[config.mk]
export PLATFORM = sky130hd
export DESIGN_NAME = rocket_launch_apogee_detector_top
export DESIGN_NICKNAME = d
export VERILOG_FILES = /design/src/hw/rtl/rlad_pkg.sv /design/src/hw/rtl/rlad_ctrl.sv /design/src/hw/rtl/rlad_datapath.sv /design/src/hw/rtl/rocket_launch_apogee_detector_top.sv
export SDC_FILE = /design/constraint.sdc
export NUM_CORES = 2
export LEC_CHECK = 0
export BUFFER_PORTS_ARGS = -buffer_cell sky130_fd_sc_hd__buf_2
export CAP_MARGIN = 20
export CORE_MARGIN = 2
export CORE_UTILIZATION = 55
export DETAILED_ROUTE_END_ITERATION = 10
export MAX_ROUTING_LAYER = met4
export PLACE_DENSITY_LB_ADDON = 0.25
export REMOVE_ABC_BUFFERS = 1
export SETUP_SLACK_MARGIN = 0.05
export SYNTH_ARGS = -nofsm -noshare
export SYNTH_HDL_FRONTEND = slang
export SYNTH_HIERARCHICAL = 1
export SYNTH_SLANG_ARGS = --single-unit
[constraint.sdc]
create_clock -name aclk -period 11.8 [get_ports aclk]
set_input_delay 1.77 -clock aclk [delete_from_list [all_inputs] [get_ports aclk]]
set_output_delay 1.77 -clock aclk [all_outputs]
set_load 0.1 [all_outputs]
[src/hw/rtl/rlad_pkg.sv]
// Shared constants, widths and control types for the launch and apogee detector.
`default_nettype none

package rlad_pkg;

    // Default datapath parameters.
    localparam int ADC_BITS_DEF  = 10;
    localparam int FRAC_BITS_DEF = 8;

    // Fixed field widths.
    localparam int FS_W     = 8;
    localparam int MARGIN_W = 16;
    localparam int TARGET_W = 8;
    localparam int PRESS_W  = 21;
    localparam int MAG_W    = 18;
    localparam int CNT_W    = 8;

    // Accelerometer count spans for the two supply modes.
    localparam int SPAN_5V  = 675;
    localparam int SPAN_3V3 = 1023;

    // Saturation limits.
    localparam int MAG_MAX   = 262143;
    localparam int COUNT_MAX = 255;

    // Number of acceleration axes.
    localparam int NUM_AXES = 3;

    // Bits of the larger span; the reciprocal shift is the dividend width plus these.
    localparam int SPAN_BITS = $clog2(SPAN_3V3 + 1);

    // Configuration port.
    localparam int CFG_IDX_W  = 3;
    localparam int CFG_DATA_W = 21;

    localparam logic [CFG_IDX_W-1:0] CFG_FULL_SCALE_G   = 3'd0;
    localparam logic [CFG_IDX_W-1:0] CFG_FIVE_VOLT_MODE = 3'd1;
    localparam logic [CFG_IDX_W-1:0] CFG_LIFTOFF_MARGIN = 3'd2;
    localparam logic [CFG_IDX_W-1:0] CFG_RISE_TARGET    = 3'd3;
    localparam logic [CFG_IDX_W-1:0] CFG_START_PRESSURE = 3'd4;

    // Register values after reset.
    localparam logic [FS_W-1:0]     RST_FULL_SCALE_G   = 8'd200;
    localparam logic                RST_FIVE_VOLT_MODE = 1'b1;
    localparam logic [MARGIN_W-1:0] RST_LIFTOFF_MARGIN = 16'd768;
    localparam logic [TARGET_W-1:0] RST_RISE_TARGET    = 8'd5;
    localparam logic [PRESS_W-1:0]  RST_START_PRESSURE = 21'd101325;

    // Width of the halved rounding numerator raw * fs * 2^(frac+1) + (span-1)/2.
    function automatic int div_width(input int adc_bits, input int frac_bits);
        return adc_bits + FS_W + frac_bits + 2;
    endfunction

    // Width of the axis quotient, which also bounds the axis magnitude.
    function automatic int quo_width(input int adc_bits, input int frac_bits);
        return div_width(adc_bits, frac_bits) + 1 - SPAN_BITS;
    endfunction

    // Reciprocal of a span, rounded up and scaled so that the truncated product
    // equals the floor quotient for every dividend of div_width bits.
    function automatic longint unsigned recip_of(input int adc_bits, input int frac_bits,
                                                 input int span);
        int shift;
        shift = div_width(adc_bits, frac_bits) + SPAN_BITS;
        return ((64'd1 << shift) + 64'(span) - 64'd1) / 64'(span);
    endfunction

    // Commands from the controller to the datapath.
    typedef struct packed {
        logic       load;
        logic       div_step;
        logic       sq_mul;
        logic [1:0] axis;
        logic       sq_acc;
        logic       sqrt_step;
        logic       finish;
    } cmd_t;

    // Status from the datapath to the controller.
    typedef struct packed {
        logic out_busy;
    } status_t;

endpackage

`default_nettype wire

[src/hw/rtl/rlad_ctrl.sv]
// Sequencing state machine for the launch and apogee detector.
`default_nettype none

module rlad_ctrl #(
    parameter int DIV_STEPS  = rlad_pkg::NUM_AXES,
    parameter int SQRT_STEPS = 20
) (
    input  wire logic             aclk,
    input  wire logic             aresetn,
    input  wire logic             s_valid,
    output logic                  s_ready,
    output rlad_pkg::cmd_t        cmd,
    input  wire rlad_pkg::status_t status
);

    localparam int CW = $clog2(SQRT_STEPS + 1);
    localparam logic [CW-1:0] DIV_LAST  = CW'(DIV_STEPS - 1);
    localparam logic [CW-1:0] SQRT_LAST = CW'(SQRT_STEPS - 1);
    localparam logic [CW-1:0] SQ_LAST   = CW'(rlad_pkg::NUM_AXES);
    localparam logic [CW-1:0] SQ_AXES   = CW'(rlad_pkg::NUM_AXES);

    typedef enum logic [2:0] {
        ST_IDLE,
        ST_DIV,
        ST_SQUARE,
        ST_SQRT,
        ST_FINISH
    } state_t;

    state_t          state_reg;
    logic [CW-1:0]   cnt_reg;

    // Ready only in idle; a result still waiting at the output holds the sequence in the finish state.
    assign s_ready = (state_reg == ST_IDLE);

    // Command decode from the current state and step counter.
    always_comb begin
        cmd           = '0;
        cmd.axis      = cnt_reg[1:0];
        unique case (state_reg)
            ST_IDLE: begin
                cmd.load = s_valid;
            end
            ST_DIV: begin
                cmd.div_step = 1'b1;
            end
            ST_SQUARE: begin
                cmd.sq_mul = (cnt_reg < SQ_AXES);
                cmd.sq_acc = (cnt_reg != '0);
            end
            ST_SQRT: begin
                cmd.sqrt_step = 1'b1;
            end
            ST_FINISH: begin
                cmd.finish = !status.out_busy;
            end
            default: begin
                cmd = '0;
            end
        endcase
    end

    // State and step counter.
    always_ff @(posedge aclk) begin
        if (!aresetn) begin
            state_reg <= ST_IDLE;
            cnt_reg   <= '0;
        end else begin
            unique case (state_reg)
                ST_IDLE: begin
                    cnt_reg <= '0;
                    if (s_valid) begin
                        state_reg <= ST_DIV;
                    end
                end
                ST_DIV: begin
                    if (cnt_reg == DIV_LAST) begin
                        cnt_reg   <= '0;
                        state_reg <= ST_SQUARE;
                    end else begin
                        cnt_reg <= cnt_reg + 1'b1;
                    end
                end
                ST_SQUARE: begin
                    if (cnt_reg == SQ_LAST) begin
                        cnt_reg   <= '0;
                        state_reg <= ST_SQRT;
                    end else begin
                        cnt_reg <= cnt_reg + 1'b1;
                    end
                end
                ST_SQRT: begin
                    if (cnt_reg == SQRT_LAST) begin
                        cnt_reg   <= '0;
                        state_reg <= ST_FINISH;
                    end else begin
                        cnt_reg <= cnt_reg + 1'b1;
                    end
                end
                ST_FINISH: begin
                    if (!status.out_busy) begin
                        state_reg <= ST_IDLE;
                    end
                end
                default: begin
                    state_reg <= ST_IDLE;
                end
            endcase
        end
    end

endmodule

`default_nettype wire

[src/hw/rtl/rlad_datapath.sv]
// Datapath: axis scaling by reciprocal multiplication, squaring, square root and flight state.
`default_nettype none

module rlad_datapath #(
    parameter int ADC_BITS  = rlad_pkg::ADC_BITS_DEF,
    parameter int FRAC_BITS = rlad_pkg::FRAC_BITS_DEF
) (
    input  wire logic                                aclk,
    input  wire logic                                aresetn,
    input  wire rlad_pkg::cmd_t                      cmd,
    output rlad_pkg::status_t                        status,
    input  wire logic                                cfg_we,
    input  wire logic [rlad_pkg::CFG_IDX_W-1:0]      cfg_index,
    input  wire logic [rlad_pkg::CFG_DATA_W-1:0]     cfg_wdata,
    input  wire logic [ADC_BITS-1:0]                 s_accel_x_raw,
    input  wire logic [ADC_BITS-1:0]                 s_accel_y_raw,
    input  wire logic [ADC_BITS-1:0]                 s_accel_z_raw,
    input  wire logic [rlad_pkg::PRESS_W-1:0]        s_pressure_sample,
    output logic                                     m_valid,
    input  wire logic                                m_ready,
    output logic [rlad_pkg::MAG_W-1:0]               m_accel_magnitude,
    output logic                                     m_launched,
    output logic                                     m_apogee_by_accel,
    output logic                                     m_apogee_by_pressure
);

    localparam int NA   = rlad_pkg::NUM_AXES;
    localparam int RW   = ADC_BITS + rlad_pkg::FS_W;
    localparam int XW   = rlad_pkg::div_width(ADC_BITS, FRAC_BITS);
    localparam int QW   = rlad_pkg::quo_width(ADC_BITS, FRAC_BITS);
    localparam int RCW  = XW + 1;
    localparam int PRW  = XW + RCW;
    localparam int SW   = 2 * QW + 2;
    localparam int RTW  = QW + 1;
    localparam int MGW  = rlad_pkg::MAG_W;
    localparam int MW   = (RTW > MGW) ? RTW : MGW;
    localparam int PW   = rlad_pkg::PRESS_W;
    localparam int CW   = rlad_pkg::CNT_W;

    localparam logic [RCW-1:0] RECIP_5V  =
        RCW'(rlad_pkg::recip_of(ADC_BITS, FRAC_BITS, rlad_pkg::SPAN_5V));
    localparam logic [RCW-1:0] RECIP_3V3 =
        RCW'(rlad_pkg::recip_of(ADC_BITS, FRAC_BITS, rlad_pkg::SPAN_3V3));

    // Configuration and flight state.
    logic [rlad_pkg::FS_W-1:0]     fs_reg;
    logic                          five_v_reg;
    logic [rlad_pkg::MARGIN_W-1:0] margin_reg;
    logic [rlad_pkg::TARGET_W-1:0] target_reg;
    logic                          baseline_reg;
    logic                          launch_reg;
    logic [MGW-1:0]                base_mag_reg;
    logic [PW-1:0]                 min_p_reg;
    logic [CW-1:0]                 rise_cnt_reg;
    logic                          m_valid_reg;

    // Working registers.
    logic [XW-1:0]   x_reg   [NA];
    logic [QW-1:0]   quo_reg [NA];
    logic [PW-1:0]   p_reg;
    logic [2*QW-1:0] sq_reg;
    logic [SW-1:0]   acc_reg;
    logic [QW+1:0]   srem_reg;
    logic [RTW-1:0]  root_reg;
    logic [MGW-1:0]  m_mag_reg;
    logic            m_launched_reg;
    logic            m_apo_acc_reg;
    logic            m_apo_press_reg;

    logic [ADC_BITS-1:0] raw_in [NA];
    logic [RW-1:0]       prod   [NA];
    logic [XW-1:0]       x_in   [NA];
    logic [XW-1:0]       half_span;
    logic [RCW-1:0]      recip_sel;
    logic [PRW-1:0]      qprod;

    logic [QW-1:0]  quo_sel;
    logic [QW:0]    diff;
    logic [QW:0]    diff_neg;
    logic [QW-1:0]  abs_val;

    logic [QW+3:0]  s_trial;
    logic [QW+3:0]  s_cand;
    logic           s_ge;

    logic [MW-1:0]  root_ext;
    logic [MGW-1:0] mag;
    logic [MGW:0]   base_sum;
    logic           launch_next;
    logic           track;
    logic           press_lower;
    logic           cnt_inc;
    logic [CW-1:0]  rise_cnt_next;
    logic           apo_acc_next;
    logic           apo_press_next;

    assign raw_in[0] = s_accel_x_raw;
    assign raw_in[1] = s_accel_y_raw;
    assign raw_in[2] = s_accel_z_raw;

    // Rounding offset and scaled reciprocal for the span of the selected supply mode.
    assign half_span = five_v_reg ? XW'((rlad_pkg::SPAN_5V - 1) / 2)
                                  : XW'((rlad_pkg::SPAN_3V3 - 1) / 2);
    assign recip_sel = five_v_reg ? RECIP_5V : RECIP_3V3;

    // Dividends: the rounding numerator 2 * raw * 2 * fs * 2^frac + span halved. The
    // span is odd, so the floor quotient by the span equals the one by twice the span.
    always_comb begin
        for (int i = 0; i < NA; i++) begin
            prod[i] = RW'(raw_in[i]) * RW'(fs_reg);
            x_in[i] = XW'({prod[i], {(FRAC_BITS + 1){1'b0}}}) + half_span;
        end
    end

    // Quotient of the selected lane: product with the reciprocal, upper bits kept.
    assign qprod = PRW'(x_reg[cmd.axis]) * PRW'(recip_sel);

    // Centered axis value and its absolute value for the selected lane.
    always_comb begin
        quo_sel  = quo_reg[cmd.axis];
        diff     = {1'b0, quo_sel} - (QW + 1)'({fs_reg, {FRAC_BITS{1'b0}}});
        diff_neg = (QW + 1)'(0) - diff;
        abs_val  = diff[QW] ? diff_neg[QW-1:0] : diff[QW-1:0];
    end

    // One digit pair of the integer square root.
    always_comb begin
        s_trial = {srem_reg, acc_reg[SW-1 -: 2]};
        s_cand  = (QW + 4)'({root_reg, 2'b01});
        s_ge    = (s_trial >= s_cand);
    end

    // Saturated magnitude and flight state updates.
    always_comb begin
        root_ext       = MW'(root_reg);
        mag            = (root_ext > MW'(rlad_pkg::MAG_MAX)) ? MGW'(rlad_pkg::MAG_MAX)
                                                             : root_ext[MGW-1:0];
        base_sum       = {1'b0, base_mag_reg} + (MGW + 1)'(margin_reg);
        launch_next    = launch_reg | (baseline_reg & ({1'b0, mag} >= base_sum));
        track          = baseline_reg & launch_next;
        press_lower    = (p_reg < min_p_reg);
        cnt_inc        = track & !press_lower & (rise_cnt_reg != CW'(rlad_pkg::COUNT_MAX));
        rise_cnt_next  = rise_cnt_reg + 1'b1;
        apo_acc_next   = track & (mag <= base_mag_reg);
        apo_press_next = cnt_inc & (rise_cnt_next == target_reg);
    end

    // Configuration, flight state and output beat valid.
    always_ff @(posedge aclk) begin
        if (!aresetn) begin
            fs_reg       <= rlad_pkg::RST_FULL_SCALE_G;
            five_v_reg   <= rlad_pkg::RST_FIVE_VOLT_MODE;
            margin_reg   <= rlad_pkg::RST_LIFTOFF_MARGIN;
            target_reg   <= rlad_pkg::RST_RISE_TARGET;
            min_p_reg    <= rlad_pkg::RST_START_PRESSURE;
            baseline_reg <= 1'b0;
            launch_reg   <= 1'b0;
            base_mag_reg <= '0;
            rise_cnt_reg <= '0;
            m_valid_reg  <= 1'b0;
        end else begin
            if (cfg_we) begin
                unique case (cfg_index)
                    rlad_pkg::CFG_FULL_SCALE_G:   fs_reg     <= cfg_wdata[rlad_pkg::FS_W-1:0];
                    rlad_pkg::CFG_FIVE_VOLT_MODE: five_v_reg <= cfg_wdata[0];
                    rlad_pkg::CFG_LIFTOFF_MARGIN: margin_reg <= cfg_wdata[rlad_pkg::MARGIN_W-1:0];
                    rlad_pkg::CFG_RISE_TARGET:    target_reg <= cfg_wdata[rlad_pkg::TARGET_W-1:0];
                    rlad_pkg::CFG_START_PRESSURE: min_p_reg  <= cfg_wdata[PW-1:0];
                    default: begin
                    end
                endcase
            end
            if (cmd.finish) begin
                if (!baseline_reg) begin
                    baseline_reg <= 1'b1;
                    base_mag_reg <= mag;
                end
                launch_reg <= launch_next;
                if (track && press_lower) begin
                    min_p_reg <= p_reg;
                end
                if (cnt_inc) begin
                    rise_cnt_reg <= rise_cnt_next;
                end
            end
            if (cmd.finish) begin
                m_valid_reg <= 1'b1;
            end else if (m_ready) begin
                m_valid_reg <= 1'b0;
            end
        end
    end

    // Arithmetic working registers and output payload.
    always_ff @(posedge aclk) begin
        if (cmd.load) begin
            for (int i = 0; i < NA; i++) begin
                x_reg[i] <= x_in[i];
            end
            p_reg    <= s_pressure_sample;
            acc_reg  <= '0;
            srem_reg <= '0;
            root_reg <= '0;
        end
        if (cmd.div_step) begin
            quo_reg[cmd.axis] <= qprod[PRW-1 -: QW];
        end
        if (cmd.sq_mul) begin
            sq_reg <= (2 * QW)'(abs_val) * (2 * QW)'(abs_val);
        end
        if (cmd.sq_acc) begin
            acc_reg <= acc_reg + SW'(sq_reg);
        end
        if (cmd.sqrt_step) begin
            acc_reg  <= {acc_reg[SW-3:0], 2'b00};
            srem_reg <= s_ge ? (QW + 2)'(s_trial - s_cand) : s_trial[QW+1:0];
            root_reg <= {root_reg[RTW-2:0], s_ge};
        end
        if (cmd.finish) begin
            m_mag_reg       <= mag;
            m_launched_reg  <= launch_next;
            m_apo_acc_reg   <= apo_acc_next;
            m_apo_press_reg <= apo_press_next;
        end
    end

    assign status.out_busy      = m_valid_reg & !m_ready;
    assign m_valid              = m_valid_reg;
    assign m_accel_magnitude    = m_mag_reg;
    assign m_launched           = m_launched_reg;
    assign m_apogee_by_accel    = m_apo_acc_reg;
    assign m_apogee_by_pressure = m_apo_press_reg;

endmodule

`default_nettype wire

[src/hw/rtl/rocket_launch_apogee_detector_top.sv]
// Each input beat runs three reciprocal multiplications (one axis each), the squaring
// and summing of the axes and the digit-pair square root, which yields QW+1 result bits,
// where QW = ADC_BITS + FRAC_BITS + 1; the result beat is then registered at the output.
// The block works on one input beat at a time and takes the next only when back in idle.
// A result left waiting at the output holds off the next input beat.
// Reset is synchronous and active low; it restores the register defaults and
// clears the flight state. No clearing pass is needed.
`default_nettype none

module rocket_launch_apogee_detector_top #(
    parameter int ADC_BITS  = rlad_pkg::ADC_BITS_DEF,
    parameter int FRAC_BITS = rlad_pkg::FRAC_BITS_DEF
) (
    input  wire logic                            aclk,
    input  wire logic                            aresetn,
    input  wire logic                            cfg_we,
    input  wire logic [rlad_pkg::CFG_IDX_W-1:0]  cfg_index,
    input  wire logic [rlad_pkg::CFG_DATA_W-1:0] cfg_wdata,
    input  wire logic                            s_valid,
    output logic                                 s_ready,
    input  wire logic [ADC_BITS-1:0]             s_accel_x_raw,
    input  wire logic [ADC_BITS-1:0]             s_accel_y_raw,
    input  wire logic [ADC_BITS-1:0]             s_accel_z_raw,
    input  wire logic [rlad_pkg::PRESS_W-1:0]    s_pressure_sample,
    output logic                                 m_valid,
    input  wire logic                            m_ready,
    output logic [rlad_pkg::MAG_W-1:0]           m_accel_magnitude,
    output logic                                 m_launched,
    output logic                                 m_apogee_by_accel,
    output logic                                 m_apogee_by_pressure
);

    localparam int QW = rlad_pkg::quo_width(ADC_BITS, FRAC_BITS);

    rlad_pkg::cmd_t    cmd;
    rlad_pkg::status_t status;

    // Sequencer.
    rlad_ctrl #(
        .DIV_STEPS  (rlad_pkg::NUM_AXES),
        .SQRT_STEPS (QW + 1)
    ) u_ctrl (
        .aclk    (aclk),
        .aresetn (aresetn),
        .s_valid (s_valid),
        .s_ready (s_ready),
        .cmd     (cmd),
        .status  (status)
    );

    // Arithmetic and flight state.
    rlad_datapath #(
        .ADC_BITS  (ADC_BITS),
        .FRAC_BITS (FRAC_BITS)
    ) u_datapath (
        .aclk                 (aclk),
        .aresetn              (aresetn),
        .cmd                  (cmd),
        .status               (status),
        .cfg_we               (cfg_we),
        .cfg_index            (cfg_index),
        .cfg_wdata            (cfg_wdata),
        .s_accel_x_raw        (s_accel_x_raw),
        .s_accel_y_raw        (s_accel_y_raw),
        .s_accel_z_raw        (s_accel_z_raw),
        .s_pressure_sample    (s_pressure_sample),
        .m_valid              (m_valid),
        .m_ready              (m_ready),
        .m_accel_magnitude    (m_accel_magnitude),
        .m_launched           (m_launched),
        .m_apogee_by_accel    (m_apogee_by_accel),
        .m_apogee_by_pressure (m_apogee_by_pressure)
    );

endmodule

`default_nettype wire

Word-level counts from Yosys, hierarchy flattened
Memories as Yosys holds them, arrays and structs flattened.
Cells that the tools add are included.
- bits of input ports: 80
- register bits after elaboration: 252
- memories kept: 2
- bits in writable memories: 141
- reduce and logical (&&, ||, !) cells: 20
- multipliers: 5
- bitwise logic cells: 9
- magnitude comparators: 6
- add/sub/neg operators: 10
- multiplexer cells: 39
- equality and inequality tests: 18
- memory list (memory ; depth ; bits a word ; read ports ; clocked after Yosys merged registers in ; write ports ; RTL line ; RTL):
    u_datapath.x_reg ; 3 ; 28 ; 1 ; 0 ; 3 ; rlad_datapath.sv:58 ; logic [XW-1:0] x_reg [NA];
    u_datapath.quo_reg ; 3 ; 19 ; 1 ; 0 ; 1 ; rlad_datapath.sv:59 ; logic [QW-1:0] quo_reg [NA];
- operator list (operator ; count):
    21-bit 2-to-1 mux ; 7
    40-bit 2-to-1 mux ; 3
    27-bit by 28-bit adder with 28-bit output ; 3
    28-bit by 29-bit multiplier with 57-bit output ; 1
    10-bit by 8-bit multiplier with 18-bit output ; 3
    40-bit by 38-bit adder with 40-bit output ; 1
    20-bit 2-to-1 mux ; 2
    19-bit by 19-bit multiplier with 38-bit output ; 1
    28-bit 2-to-1 mux ; 1
    23-bit by 22-bit greater-or-equal comparator with 1-bit output ; 1
    21-bit less-than comparator ; 1
    21-bit subtractor ; 1
    20-bit by 18-bit > comparator with 1-bit output (second input constant) ; 1
    5-bit one-hot mux with 4 select lines ; 1
    19-bit by 16-bit subtractor with 20-bit output ; 1
    18-bit by 16-bit adder with 19-bit output ; 1
    18-bit by 19-bit greater-or-equal comparator with 1-bit output ; 1
    19-bit 2-to-1 mux ; 1
    1-bit by 19-bit subtractor with 19-bit output (first input constant) ; 1
    18-bit <= comparator ; 1
    18-bit 2-to-1 mux ; 1
    3-bit 2-to-1 mux ; 5
    5-bit 2-to-1 mux ; 3
    3-bit one-hot mux with 5 select lines ; 1
    other kinds (28) ; 64

Logic depth before layout (Yosys ltp)
- depth in word-level cells: 9
- mapped depth: 48
- mapped depth without buffers: 40

Hierarchy
The synthesis kept the hierarchy.
- modules (own cells, without submodules) (module ; times used ; cells an instance ; area an instance (µm²)):
    rlad_datapath ; 1 ; 4806 ; 46380.7
    rlad_ctrl ; 1 ; 74 ; 571.8

Least setup slack after synthesis
Ideal clock, no wire load.
- path kind: reg2reg
- start: reg u_ctrl.state_reg[1]
- end: reg u_datapath.sq_reg[35], data pin
- data required time: 11.541 ns
- arrival time: 10.517 ns
- slack: 1.025 ns
- cell stages (with the launch flop): 42
- cells stage by stage: dfxtp_1 > buf_2 > or2_1 > a21oi_1 > buf_2 > buf_1 > buf_2 > buf_1 > mux2i_1 > o21ai_0 > ha_1 > nor2b_1 > o21ai_0 > a21boi_0 > o31ai_1 > a21oi_2 > or2_1 > buf_2 > [6 not listed] > fa_1 > fa_1 > inv_1 > fa_1 > inv_1 > fa_1 > fa_1 > ha_1 > a21oi_1 > o21ai_0 > a211oi_1 > a211oi_1 > o31ai_1 > a21oi_1 > a211oi_1 > nor2_1 > o21ai_0 > a21oi_1
- RTL lines (what ; RTL line ; RTL):
    start: declaration ; rlad_ctrl.sv:30 ; state_t state_reg;
    start signal: assignment ; rlad_ctrl.sv:66 ; state_reg <= ST_IDLE;
    start signal: assignment ; rlad_ctrl.sv:73 ; state_reg <= ST_DIV;
    start signal: assignment ; rlad_ctrl.sv:79 ; state_reg <= ST_SQUARE;
    end signal: assignment ; rlad_datapath.sv:209 ; sq_reg <= (2 * QW)'(abs_val) * (2 * QW)'(abs_val);
    end: declaration ; rlad_datapath.sv:61 ; logic [2*QW-1:0] sq_reg;

==> impl_metrics.csv <==
group,metric,value,unit
layout,final_area,0.0503,sq mm
die,die_w,296,um
die,die_h,296,um
synth,synth_ff_type,"edfxtp_1",
critical_path,worst-path-max-fanout,18,
timing,fin_skew,40.7,ps
layout,area_growth_syn_to_layout,7.17,%
layout,final_nets,6311,
layout,largest_reg_flops,57,
synth,ys_types,91,
placement,dp_hpwl,84400,um
grt,overflow,0,
timing,finalHoldViolCount,0,
die,ios,103,
route,routedWlPerCell,17.1,um
worst_hold_path,min_path_type,"flop to flop",
placement,portBuffers,102,
route,wl_met2,51700,um
route,via_count,33300,
die,coreArea,0.0849,sq mm
timing,max_slew_margin,31.5,%
timing,period_share,93.0,%
route,met3_wirelength,4160,um
layout,nFillCells,7381,
timing,grt_setup_unrepaired,"false",
critical_path,cpPeakStageDelay,620,ps
layout,instances_no_fill,6146,
layout,drive_gt1_share,5.78,%
placement,dpl_cell_area,0.0489,sq mm
placement,gp_congestion,0.996,
critical_path,critPathCapture,"u_datapath/sq_reg[35]",
layout,multiInputGateArea,0.0331,sq mm
critical_path,start_kind,"flop",
timing,tightest_slew,1030,ps
critical_path,critPathSlowestCell,"a21oi_4",
grt,grt_pass1_vias,33900,
die,rows,107,
synth,netlist_instances,4880,
timing,setup_viol,0,
clock_tree,clkTransAtPathRegs,60,ps
route,drc,0,
route,drt-pass1-iter-count,5,
grt,antenna_found_initial,3,
clock_tree,clkLatencyLatePin,590,ps
synth,syn_area_per_cell,9.62,sq um
critical_path,path_class,"flop to flop",
critical_path,worstPathRequired,12120,ps
layout,post-route-util,59.3,%
route,ant_nets,0,
run,cap_violations,0,
route,top_layer,"met4",
synth,synthArstFlopShare,0,%
timing,min_period,10970,ps
critical_path,worst-r2r-cell-count,36,
clock_tree,cts_setup_buffers,0,
clock_tree,htree_num_levels,2,
critical_path,cpMostUsedCell,"fa_1",
critical_path,crit_path_end_kind,"flop",
clock_tree,tritoncts,"yes",
critical_path,reg2reg_from,"u_ctrl/state_reg[1]",
synth,yosys_warnings,6,
route,avgViaCountPerCell,5.43,
die,die_area,0.0877,sq mm
grt,grt_pass1_wl,174000,um
synth,syn-cell-area,0.0470,sq mm
synth,ys_seq_elements,363,
synth,yosysSeqAreaShare,21.2,%
grt,track_usage,25.3,%
route,drt-total-wl,105000,um
grt,grt_max_degree,104,
timing,final_max_slew_viol_count,0,
critical_path,arrival,11290,ps
layout,seqCellArea,0.00997,sq mm
clock_tree,clock_path_buffers,3,
clock_tree,clk_root_buffer_cell,"clkbuf_16",
timing,fmax,0.0911,GHz
critical_path,r2r_end,"u_datapath/sq_reg[35]",
die,start_util,55.3,%
route,wl_met1,46700,um
clock_tree,cts-buffers-inserted,41,
route,drtIter0Drc,1838,
placement,dpl.cell_count,6068,
synth,synth-edff-count,270,
clock_tree,hold_buffers,0,
critical_path,setup.worst_path.start,"u_ctrl/state_reg[1]",
critical_path,r2r_setup_slack,830,ps
clock_tree,clock-sinks,363,
run_status,status,"completed",
through the flow:
step	TNS, ps	hold slack (ps)	setup slack (ps)
floorplan	-4390	445	-680
detailed placement	0	464	705
global placement	0	460	804
CTS	0	473	630
global route	0	502	172
finish	0	472	829
cells in the final DEF, fill, tap and decap left out, types with 24 or more instances in the layout:
master and instances:
a21boi_0 42, a21o_1 85, a21oi_1 189, and2_1 166, buf_2 102, buf_4 62, clkbuf_16 42, dfxtp_1 93
edfxtp_1 270, fa_1 587, ha_1 676, inv_1 912, mux2i_1 45, nand2_1 440, nand2b_1 24, nand3_1 79
nand4_1 35, nor2_1 286, nor2b_1 47, nor3_1 38, o211ai_1 28, o21a_1 37, o21ai_0 175, xnor2_1 121
xor2_1 67
metal layers:
metal	global-route usage, %	up-vias
met5	-	-
met2	42.6	663
met1	32.9	16400
met4	6.42	0
li1	-	16100
met3	2.66	171
kinds of logic after synthesis:
kind of cell / after synthesis / synth area share, %
AOI/OAI and AO/OA: 732 / 10.0
other: 2 / 0.0160
xor gates and xnor gates: 193 / 3.68
buffers and inverters: 1053 / 8.49
muxes: 55 / 1.27
DFF: 363 / 21.2
and+or+nand+nor: 1219 / 12.3
adders and majority gates: 1263 / 43.0
how the worst min path moves through the flow:
| stage | start | to | slack (ps) | cells past startpoint |
|---|---|---|---|---|
| detailed placement | u_datapath/margin_reg[2] | u_datapath/margin_reg[2] | 460 | 2 |
| CTS | u_datapath/margin_reg[2] | u_datapath/margin_reg[2] | 470 | 2 |
| global route | u_datapath/margin_reg[4] | u_datapath/margin_reg[4] | 500 | 2 |
| global placement | u_datapath/margin_reg[8] | u_datapath/margin_reg[8] | 460 | 2 |
| floorplan | u_datapath/margin_reg[8] | u_datapath/margin_reg[8] | 450 | 2 |
| finish | u_datapath/margin_reg[2] | u_datapath/margin_reg[2] | 470 | 2 |
synth_stat cells (10+ instances only):
| library cell | instances | area [sq um] |
|---|---|---|
| nand2b_1 | 24 | 150 |
| a21o_1 | 85 | 638 |
| and2_1 | 167 | 1040 |
| nand4_1 | 35 | 219 |
| o21bai_1 | 22 | 165 |
| or3_1 | 14 | 87.6 |
| mux2i_1 | 45 | 450 |
| ha_1 | 676 | 8460 |
| o211ai_1 | 28 | 210 |
| inv_1 | 912 | 3420 |
| edfxtp_1 | 270 | 8110 |
| o21a_1 | 37 | 278 |
| nand2_1 | 440 | 1650 |
| a211oi_1 | 22 | 165 |
| o21ai_0 | 175 | 876 |
| nor2b_1 | 47 | 294 |
| a31oi_1 | 22 | 138 |
| or2_2 | 10 | 62.6 |
| buf_2 | 17 | 85.1 |
| nor2_1 | 289 | 1080 |
| and3_1 | 16 | 100 |
| o211a_1 | 13 | 130 |
| nand3_1 | 79 | 395 |
| o31ai_1 | 12 | 90.1 |
| a21boi_0 | 42 | 315 |
| dfxtp_1 | 93 | 1860 |
| nor3b_1 | 19 | 143 |
| xnor2_1 | 121 | 1060 |
| a21oi_1 | 192 | 961 |
| clkbuf_1 | 101 | 379 |
| xor2_1 | 67 | 587 |
| fa_1 | 587 | 11800 |
| nor3_1 | 39 | 195 |
critical path: cells and delay by family, from the launching register on:
kind	cells	cell delay, ps
compound gates	15	4030
xor+xnor	1	170
flops	1	410
simple gates	6	1550
buf+inv	5	770
mux	1	150
fa+ha+maj	8	3580
area by class of cell:
class | count | share of cell area, %
antenna | 2 | 0.00995
inverter | 928 | 6.92
clock inverter | 24 | 0.497
multi-input combinational | 3469 | 65.8
tap | 1144 | 2.84
timing repair buffer | 165 | 1.95
sequential | 363 | 19.8
clock buffer | 51 | 2.20
repair_timing:
action                     4_1_cts  5_1_grt
resized for setup                0        1
hold endpoints to repair         0        0
setup endpoints to repair        0        2
Power is left out: the tool's default activity adds up to more than one toggle a clock period on the data nets, which glitch-free logic cannot reach.
